$ cat config.mk
export PLATFORM = sky130hd
export DESIGN_NAME = broadcast_subscriber_table
export DESIGN_NICKNAME = d
export VERILOG_FILES = /design/src/rtl/core/bst_pkg.sv /design/src/rtl/core/bst_datapath.sv /design/src/rtl/core/bst_ctrl.sv /design/src/rtl/core/broadcast_subscriber_table.sv
export SDC_FILE = /design/constraint.sdc
export NUM_CORES = 1
export LEC_CHECK = 0
export BUFFER_PORTS_ARGS = -buffer_cell sky130_fd_sc_hd__buf_2
export CAP_MARGIN = 20
export CORE_MARGIN = 2
export CORE_UTILIZATION = 40
export DETAILED_ROUTE_END_ITERATION = 10
export PLACE_DENSITY = 0.53
export SLEW_MARGIN = 15
export SYNTH_ARGS = -nofsm -noshare
export SYNTH_HDL_FRONTEND = slang
export SYNTH_HIERARCHICAL = 1
export SYNTH_SLANG_ARGS = --single-unit
$ cat constraint.sdc
create_clock -name clock -period 6 [get_ports clock]
set_input_delay 1.2 -clock clock [delete_from_list [all_inputs] [get_ports clock]]
set_output_delay 1.2 -clock clock [all_outputs]
set_load 0.005 [all_outputs]
$ cat src/rtl/core/bst_pkg.sv
// Shared types and constants for the broadcast subscriber table.
// Used by bst_ctrl, bst_datapath and broadcast_subscriber_table; depends on nothing.
`timescale 1ns / 1ps

package bst_pkg;

   localparam int MAX_SUBSCRIBERS = 16;
   localparam int IDX_W   = (MAX_SUBSCRIBERS > 1) ? $clog2(MAX_SUBSCRIBERS) : 1;
   localparam int ADDR_W  = 32;
   localparam int FLAGS_W = 32;
   localparam int COUNT_W = 5;

   localparam logic [IDX_W-1:0]   LAST_IDX  = IDX_W'(MAX_SUBSCRIBERS - 1);
   localparam logic [COUNT_W-1:0] COUNT_MAX = '1;

   // request codes
   localparam logic REQ_UPDATE    = 1'b0;
   localparam logic REQ_BROADCAST = 1'b1;

   typedef logic [IDX_W-1:0]   idx_type;
   typedef logic [ADDR_W-1:0]  addr_type;
   typedef logic [FLAGS_W-1:0] flags_type;
   typedef logic [COUNT_W-1:0] count_type;

   // controller -> datapath
   typedef struct packed {
      logic load;        // take the request in, restart the scan
      logic step;        // examine the current entry and advance
      logic capture;     // current entry becomes the held recipient
      logic emit_held;   // held recipient goes to the output register, not last
      logic emit_final;  // closing transaction of the request
      logic upd_write;   // commit an update to the table
   } cmd_type;

   // datapath -> controller
   typedef struct packed {
      logic last_idx;
      logic hit;
      logic held_valid;
      logic out_free;
   } status_type;

endpackage

$ cat src/rtl/core/bst_datapath.sv
// Datapath of the subscriber table: entry storage, scan index, held recipient
// and output register. Depends on bst_pkg.
`timescale 1ns / 1ps

module bst_datapath (
   input  logic                 clock,
   input  logic                 reset,
   input  bst_pkg::cmd_type     cmd,
   output bst_pkg::status_type  status,
   input  logic                 req_type,
   input  bst_pkg::addr_type    req_client_addr,
   input  bst_pkg::flags_type   req_flag_word,
   output logic                 rsp_valid,
   input  logic                 rsp_ready,
   output logic                 rsp_dest_valid,
   output bst_pkg::addr_type    rsp_dest_address,
   output logic                 rsp_last_result,
   output bst_pkg::count_type   rsp_sent_count,
   output logic                 rsp_update_dropped
);

   bst_pkg::flags_type entry_flags_ff [bst_pkg::MAX_SUBSCRIBERS];
   bst_pkg::addr_type  entry_addr_ff  [bst_pkg::MAX_SUBSCRIBERS];

   logic                req_type_ff;
   bst_pkg::addr_type   client_ff;
   bst_pkg::flags_type  word_ff;
   bst_pkg::idx_type    idx_ff, idx_in;
   bst_pkg::count_type  count_ff, count_in;
   logic                held_valid_ff;
   bst_pkg::addr_type   held_addr_ff;
   bst_pkg::count_type  held_count_ff;
   logic                match_found_ff;
   bst_pkg::idx_type    match_idx_ff;
   logic                free_found_ff;
   bst_pkg::idx_type    free_idx_ff;

   logic                rsp_valid_ff;
   logic                dest_valid_ff;
   bst_pkg::addr_type   dest_addr_ff;
   logic                last_ff;
   bst_pkg::count_type  sent_count_ff;
   logic                dropped_ff;

   bst_pkg::flags_type  cur_flags;
   bst_pkg::addr_type   cur_addr;
   logic                is_bcast;
   logic                occupied;
   logic                hit;
   logic                drop_cond;
   logic                out_free;

   assign cur_flags = entry_flags_ff[idx_ff];
   assign cur_addr  = entry_addr_ff[idx_ff];
   assign is_bcast  = (req_type_ff == bst_pkg::REQ_BROADCAST);
   assign occupied  = (cur_flags != '0);
   assign hit       = is_bcast && ((cur_flags & word_ff) != '0) && (cur_addr != client_ff);
   assign drop_cond = !match_found_ff && (word_ff != '0) && !free_found_ff;
   assign out_free  = !rsp_valid_ff || rsp_ready;

   assign idx_in   = cmd.load ? '0 : (cmd.step ? idx_ff + bst_pkg::idx_type'(1) : idx_ff);
   assign count_in = (count_ff == bst_pkg::COUNT_MAX) ? count_ff
                                                      : count_ff + bst_pkg::count_type'(1);

   assign status.last_idx   = (idx_ff == bst_pkg::LAST_IDX);
   assign status.hit        = hit;
   assign status.held_valid = held_valid_ff;
   assign status.out_free   = out_free;

   // table: flags carry the free marking and are cleared by reset
   always_ff @(posedge clock) begin
      if (reset) begin
         for (int i = 0; i < bst_pkg::MAX_SUBSCRIBERS; i++) begin
            entry_flags_ff[i] <= '0;
         end
      end else if (cmd.upd_write && !is_bcast) begin
         if (match_found_ff) begin
            entry_flags_ff[match_idx_ff] <= word_ff;
         end else if ((word_ff != '0) && free_found_ff) begin
            entry_flags_ff[free_idx_ff] <= word_ff;
         end
      end
   end

   // addresses are only meaningful behind nonzero flags
   always_ff @(posedge clock) begin
      if (cmd.upd_write && !is_bcast && !match_found_ff && (word_ff != '0) && free_found_ff) begin
         entry_addr_ff[free_idx_ff] <= client_ff;
      end
   end

   // request, scan and held recipient
   always_ff @(posedge clock) begin
      if (reset) begin
         idx_ff         <= '0;
         count_ff       <= '0;
         held_valid_ff  <= 1'b0;
         match_found_ff <= 1'b0;
         free_found_ff  <= 1'b0;
      end else begin
         idx_ff <= idx_in;
         if (cmd.load) begin
            count_ff       <= '0;
            held_valid_ff  <= 1'b0;
            match_found_ff <= 1'b0;
            free_found_ff  <= 1'b0;
         end else begin
            if (cmd.capture) begin
               count_ff      <= count_in;
               held_valid_ff <= 1'b1;
            end
            if (cmd.step && !is_bcast) begin
               if (occupied && (cur_addr == client_ff) && !match_found_ff) begin
                  match_found_ff <= 1'b1;
               end
               if (!occupied && !free_found_ff) begin
                  free_found_ff <= 1'b1;
               end
            end
         end
      end
   end

   always_ff @(posedge clock) begin
      if (cmd.load) begin
         req_type_ff <= req_type;
         client_ff   <= req_client_addr;
         word_ff     <= req_flag_word;
      end
      if (cmd.capture) begin
         held_addr_ff  <= cur_addr;
         held_count_ff <= count_in;
      end
      if (cmd.step && !is_bcast) begin
         if (occupied && (cur_addr == client_ff) && !match_found_ff) begin
            match_idx_ff <= idx_ff;
         end
         if (!occupied && !free_found_ff) begin
            free_idx_ff <= idx_ff;
         end
      end
   end

   // output register
   always_ff @(posedge clock) begin
      if (reset) begin
         rsp_valid_ff <= 1'b0;
      end else if (cmd.emit_held || cmd.emit_final) begin
         rsp_valid_ff <= 1'b1;
      end else if (rsp_ready) begin
         rsp_valid_ff <= 1'b0;
      end
   end

   always_ff @(posedge clock) begin
      if (cmd.emit_held) begin
         dest_valid_ff <= 1'b1;
         dest_addr_ff  <= held_addr_ff;
         last_ff       <= 1'b0;
         sent_count_ff <= held_count_ff;
         dropped_ff    <= 1'b0;
      end else if (cmd.emit_final) begin
         dest_valid_ff <= held_valid_ff;
         dest_addr_ff  <= held_valid_ff ? held_addr_ff : '0;
         last_ff       <= 1'b1;
         sent_count_ff <= held_valid_ff ? held_count_ff : '0;
         dropped_ff    <= !is_bcast && drop_cond;
      end
   end

   assign rsp_valid          = rsp_valid_ff;
   assign rsp_dest_valid     = dest_valid_ff;
   assign rsp_dest_address   = dest_addr_ff;
   assign rsp_last_result    = last_ff;
   assign rsp_sent_count     = sent_count_ff;
   assign rsp_update_dropped = dropped_ff;

endmodule

$ cat src/rtl/core/bst_ctrl.sv
// Controller of the subscriber table: sequences the scan of one request.
// Depends on bst_pkg.
`timescale 1ns / 1ps

module bst_ctrl (
   input  logic                 clock,
   input  logic                 reset,
   input  logic                 req_valid,
   output logic                 req_ready,
   input  bst_pkg::status_type  status,
   output bst_pkg::cmd_type     cmd
);

   typedef enum logic [1:0] {
      ST_IDLE,
      ST_SCAN,
      ST_FINISH
   } state_type;

   state_type state_ff, state_in;
   logic      stall;

   // a second recipient cannot be held while the older one has nowhere to go
   assign stall     = status.hit && status.held_valid && !status.out_free;
   assign req_ready = (state_ff == ST_IDLE);

   always_comb begin
      state_in = state_ff;
      cmd      = '0;
      unique case (state_ff)
         ST_IDLE: begin
            if (req_valid) begin
               cmd.load = 1'b1;
               state_in = ST_SCAN;
            end
         end
         ST_SCAN: begin
            if (!stall) begin
               cmd.step      = 1'b1;
               cmd.capture   = status.hit;
               cmd.emit_held = status.hit && status.held_valid;
               if (status.last_idx) begin
                  state_in = ST_FINISH;
               end
            end
         end
         ST_FINISH: begin
            if (status.out_free) begin
               cmd.emit_final = 1'b1;
               cmd.upd_write  = 1'b1;
               state_in       = ST_IDLE;
            end
         end
         default: begin
            state_in = ST_IDLE;
         end
      endcase
   end

   always_ff @(posedge clock) begin
      if (reset) begin
         state_ff <= ST_IDLE;
      end else begin
         state_ff <= state_in;
      end
   end

endmodule

$ cat src/rtl/core/broadcast_subscriber_table.sv
// Top level of the broadcast subscriber table: controller plus datapath.
// Depends on bst_pkg, bst_ctrl and bst_datapath.
`timescale 1ns / 1ps

// Keeps up to MAX_SUBSCRIBERS (16) entries of client address and flag word; zero
// flags mark an entry free. An update (req_type 0) overwrites the flags of the
// occupied entry with the same address (zero removes it), or else fills the first
// free entry, and answers with one transaction flagging update_dropped when the
// table was full. A broadcast (req_type 1) answers with one transaction per entry
// whose flags share a bit with the mask and whose address is not the requester's,
// in table order, the last one marked and carrying the total in sent_count; with no
// recipient a single empty last transaction is given. Each request is handled by a
// scan that reads one entry per cycle while the output is not stalled; back-pressure
// on rsp_ready only stretches the scan. A new request is taken as soon as the final
// response has been loaded into the output register.

module broadcast_subscriber_table (
   input  logic                clock,
   input  logic                reset,
   // request channel
   input  logic                req_valid,
   output logic                req_ready,
   input  logic                req_type,
   input  bst_pkg::addr_type   req_client_addr,
   input  bst_pkg::flags_type  req_flag_word,
   // response channel
   output logic                rsp_valid,
   input  logic                rsp_ready,
   output logic                rsp_dest_valid,
   output bst_pkg::addr_type   rsp_dest_address,
   output logic                rsp_last_result,
   output bst_pkg::count_type  rsp_sent_count,
   output logic                rsp_update_dropped
);

   bst_pkg::cmd_type    cmd;
   bst_pkg::status_type status;

   // sequencing: idle -> scan of every entry -> final transaction
   bst_ctrl u_ctrl (
      .clock     (clock),
      .reset     (reset),
      .req_valid (req_valid),
      .req_ready (req_ready),
      .status    (status),
      .cmd       (cmd)
   );

   // storage, compare and the single output register
   bst_datapath u_datapath (
      .clock              (clock),
      .reset              (reset),
      .cmd                (cmd),
      .status             (status),
      .req_type           (req_type),
      .req_client_addr    (req_client_addr),
      .req_flag_word      (req_flag_word),
      .rsp_valid          (rsp_valid),
      .rsp_ready          (rsp_ready),
      .rsp_dest_valid     (rsp_dest_valid),
      .rsp_dest_address   (rsp_dest_address),
      .rsp_last_result    (rsp_last_result),
      .rsp_sent_count     (rsp_sent_count),
      .rsp_update_dropped (rsp_update_dropped)
   );

   // one request at a time
   a_one_request: assert property (@(posedge clock) disable iff (reset)
      req_valid && req_ready |=> !req_ready)
      else $error("request taken while a scan was in progress");

   // only the closing transaction may lack a recipient
   a_empty_is_last: assert property (@(posedge clock) disable iff (reset)
      rsp_valid && !rsp_dest_valid |-> rsp_last_result)
      else $error("empty transaction not marked last");

   // every recipient is counted
   a_count_nonzero: assert property (@(posedge clock) disable iff (reset)
      rsp_valid && rsp_dest_valid |-> rsp_sent_count != '0)
      else $error("recipient with zero count");

   // a dropped update never names a recipient
   a_drop_no_dest: assert property (@(posedge clock) disable iff (reset)
      rsp_valid && rsp_update_dropped |-> !rsp_dest_valid && rsp_last_result)
      else $error("dropped flag on a broadcast transaction");

endmodule

==> flow_metrics.tcl <==
set metrics [dict create \
    vias 26200 \
    crit_path_cell_trace "buf_12 > buf_4 > mux2i_1 > a221oi_1 > o21ai_0 > a21boi_0 > a2111oi_0 > buf_4 > o2111ai_1 > or4_1 > and3_1 > nand3b_1 > and2_2 > nand2b_1 > nor3_1" \
    slew_headroom_pct 24.7 \
    worst_r2r_path_depth 15 \
    core_sq_um 122000 \
    worstHoldPathType "register to register" \
    synth_top_cell_by_area "edfxtp_1" \
    gp_congestion 0.808 \
    nNetsFinal 3052 \
    cpPeakStageDelay_ns 0.70 \
    min_from "u_datapath/rsp_dest_valid" \
    ys_seq_area_share_pct 72.3 \
    wl_per_cell_um 28.4 \
    via_per_inst 5.56 \
    hpwlAfterDp_mm 78.7 \
    synth-edff-count 1171 \
    fin_util_pct 46.3 \
    synth_cell_type_count 60 \
    finalSetupTns_ns 0 \
    cp_top_family "simple AND/OR/NAND/NOR gates" \
    postRouteAntennaNets 0 \
    dieArea_sq_um 126000 \
    cts_sinks 1193 \
    synthXorXnorAreaFrac_pct 0.889 \
    ctsResizeCount 0 \
    tightestPinTransition_ns 1.13 \
    synth_top_area_share_pct 71.4 \
    synth-main-ff-cell "edfxtp_1" \
    cts.path.max_buffers 3 \
    yosys-mux-area-fraction_pct 12.7 \
    cts.htree.levels 4 \
    rows 128 \
    path_class "register to register" \
    crit_path_top_delay_cell "a2111oi_0" \
    syn_area_sq_um 49300 \
    synth_common_cells "edfxtp_1, and2_1, mux4_2" \
    cts-hold-fix-buffers 0 \
    syn_nets 2871 \
    clockRootBuffer "clkbuf_16" \
    wl_mm 133 \
    hold_depth 1 \
    post_cts_buffers 0 \
    synth-compound-area-share_pct 2.59 \
    clk_pin_slew_ns 0.06 \
    path_common_cell "buf_4" \
    synth.most_common_cell "edfxtp_1" \
    synthCells 2800 \
    drtPass1Iterations 6 \
    period_minus_slack_ns 5.42 \
    async_reset_ff_share_pct 0 \
    fin_skew_ns 0.0302 \
    power.leakage_uw 0.0184 \
    synth_seq_cells 1193 \
    die_w_um 355 \
    synthTopCellsByArea "edfxtp_1, mux4_2, and2_1" \
    maxCapViolCount 0 \
    synth-simple-area-share_pct 9.45 \
    antenna_found_initial 4 \
    grt_pass1_vias 27300 \
    worst_ep_required_time_ns 6.38 \
    io_buffer_count 110 \
    crit_arrival_ns 5.80 \
    ff2ff_setup_slack_ns 0.58 \
    path_buf_inv 3 \
    grt_overflow 0 \
    worst_setup_path_start_kind "register" \
    start_util_pct 40.4 \
    yosys_warnings 6 \
    tritoncts "yes" \
    synth_top_family_by_area "multiplexers" \
    final_cells 4706 \
    track_usage_pct 21.3 \
    layout-drive-gt1-share_pct 23.8 \
    hold_end "u_datapath/rsp_dest_valid" \
    drtIter0Drc 2245 \
    post-route-period-util_pct 90.4 \
    placed_cells_incl_taps 4468 \
    syn_area_per_cell_sq_um 17.6 \
    peakVddDrop_v 0.000282 \
    synth-adder-area-share_pct 0.0508 \
    grt_max_degree 56 \
    finalHoldViolations 0 \
    clk_latency_ns 0.74 \
    grt_pass1_wl_mm 194 \
    rr_endpoint "u_datapath/free_idx_ff[2]" \
    die_h_um 355 \
    worstSetupEndpointType "register" \
    status "finished clean" \
    syn_to_final_growth_pct 14.6 \
    drc 0 \
    ios 111 \
    path_max_fanout 21 \
    drv_slew 0 \
    rsz0062_at_grt "false" \
    cts_made_buffers 134 \
    fmax_ghz 0.184 \
    final-setup-viol-count 0 \
    powerDensity_nw_per_um2 319 \
]
[through the flow]
step	instance area, sq um	hold slack, ns	setup slack, ns	power, uW
finish	56500	0.493	0.577	18000
detailed placement	52300	0.487	0.507	10400
floorplan	49300	0.451	1.18	10100
CTS	56400	0.508	0.484	18200
global route	56500	0.514	0.294	18600
global placement	52300	0.462	0.577	10400
[worst max path at each step]
stage / endpoint / startpoint / depth (start not counted)
3_5_place_dp: u_datapath/free_idx_ff[3] / register / 13
2_1_floorplan: u_datapath/entry_addr_ff[0][0] / rsp_ready / 7
6_report: u_datapath/free_idx_ff[2] / register / 15
4_1_cts: u_datapath/free_idx_ff[2] / register / 15
5_1_grt: u_datapath/free_idx_ff[1] / register / 15
3_3_place_gp: u_datapath/match_idx_ff[0] / register / 14
[layer usage]
layer | up-vias | share of wire [%] | track usage (%)
met5 | - | 0.0097 | 0
met4 | 2 | 2.3 | 5.92
met3 | 206 | 5.6 | 3.36
met2 | 851 | 51 | 36.8
met1 | 13800 | 41 | 27.9
li1 | 11300 | - | -
[worst register-to-register path: stages (launching register included)]
cell	delay, ns
dfxtp_4	0.61
buf_12	0.27
buf_4	0.36
mux2i_1	0.28
a221oi_1	0.12
o21ai_0	0.35
a21boi_0	0.20
a2111oi_0	0.70
buf_4	0.23
o2111ai_1	0.09
or4_1	0.60
and3_1	0.29
nand3b_1	0.16
and2_2	0.24
nand2b_1	0.12
nor3_1	0.45
[cells in the final DEF (no fill, tap or decap), drive strengths merged, types with 9 or more instances in the layout]
master    instances
nand4            16
or2              22
nand3            19
a21oi            13
nor3             72
mux2i           126
nor2             76
dfxtp            22
edfxtp         1171
buf             244
a22oi            55
xor2             20
inv              24
clkinv           51
clkbuf          163
nor4             15
o21ai            24
clkinvlp          9
nand2            67
mux4            218
and2            456
a22o              9
xnor2            30
a221oi           32
nor2b            46
[sequential cells by signal, indices dropped and copies added, names as in the netlist, 2 cells and up, named ones only]
| name | count |
|---|---|
| u_datapath/entry_flags_ff | 512 |
| u_datapath/held_count_ff | 5 |
| u_ctrl/state_ff | 2 |
| u_datapath/match_idx_ff | 4 |
| u_datapath/count_ff | 5 |
| u_datapath/free_idx_ff | 4 |
| u_datapath/word_ff | 32 |
| u_datapath/held_addr_ff | 32 |
| u_datapath/idx_ff | 4 |
| u_datapath/entry_addr_ff | 512 |
| u_datapath/rsp_dest_address | 32 |
| u_datapath/rsp_sent_count | 5 |
| u_datapath/client_ff | 32 |
[layout make-up]
type	count	area [sq um]
inverters	18	67.6
fillers	10500	65600
well taps	1625	2030
flip-flops and latches	1193	35600
clock inverters	72	583
clock buffers	163	3530
multi-input cells	1390	12900
diodes	1	2.50
repair buffers	244	1770
[kinds of logic after synthesis]
logic type / Yosys count
AO/OA/AOI/OAI: 171
XOR/XNOR: 50
adder cells (fa/ha/maj): 2
buffers and inverters: 217
flip-flops: 1193
multiplexers: 352
AND/OR/NAND/NOR: 815
[where the power goes]
| group | switching (uW) | total [uW] | internal [uW] |
|---|---|---|---|
| combinational | 446 | 749 | 303 |
| clock | 3300 | 7750 | 4450 |
| sequential | 150 | 9510 | 9360 |
| total | 3890 | 18000 | 14100 |
(Power assumes the default switching activity.)
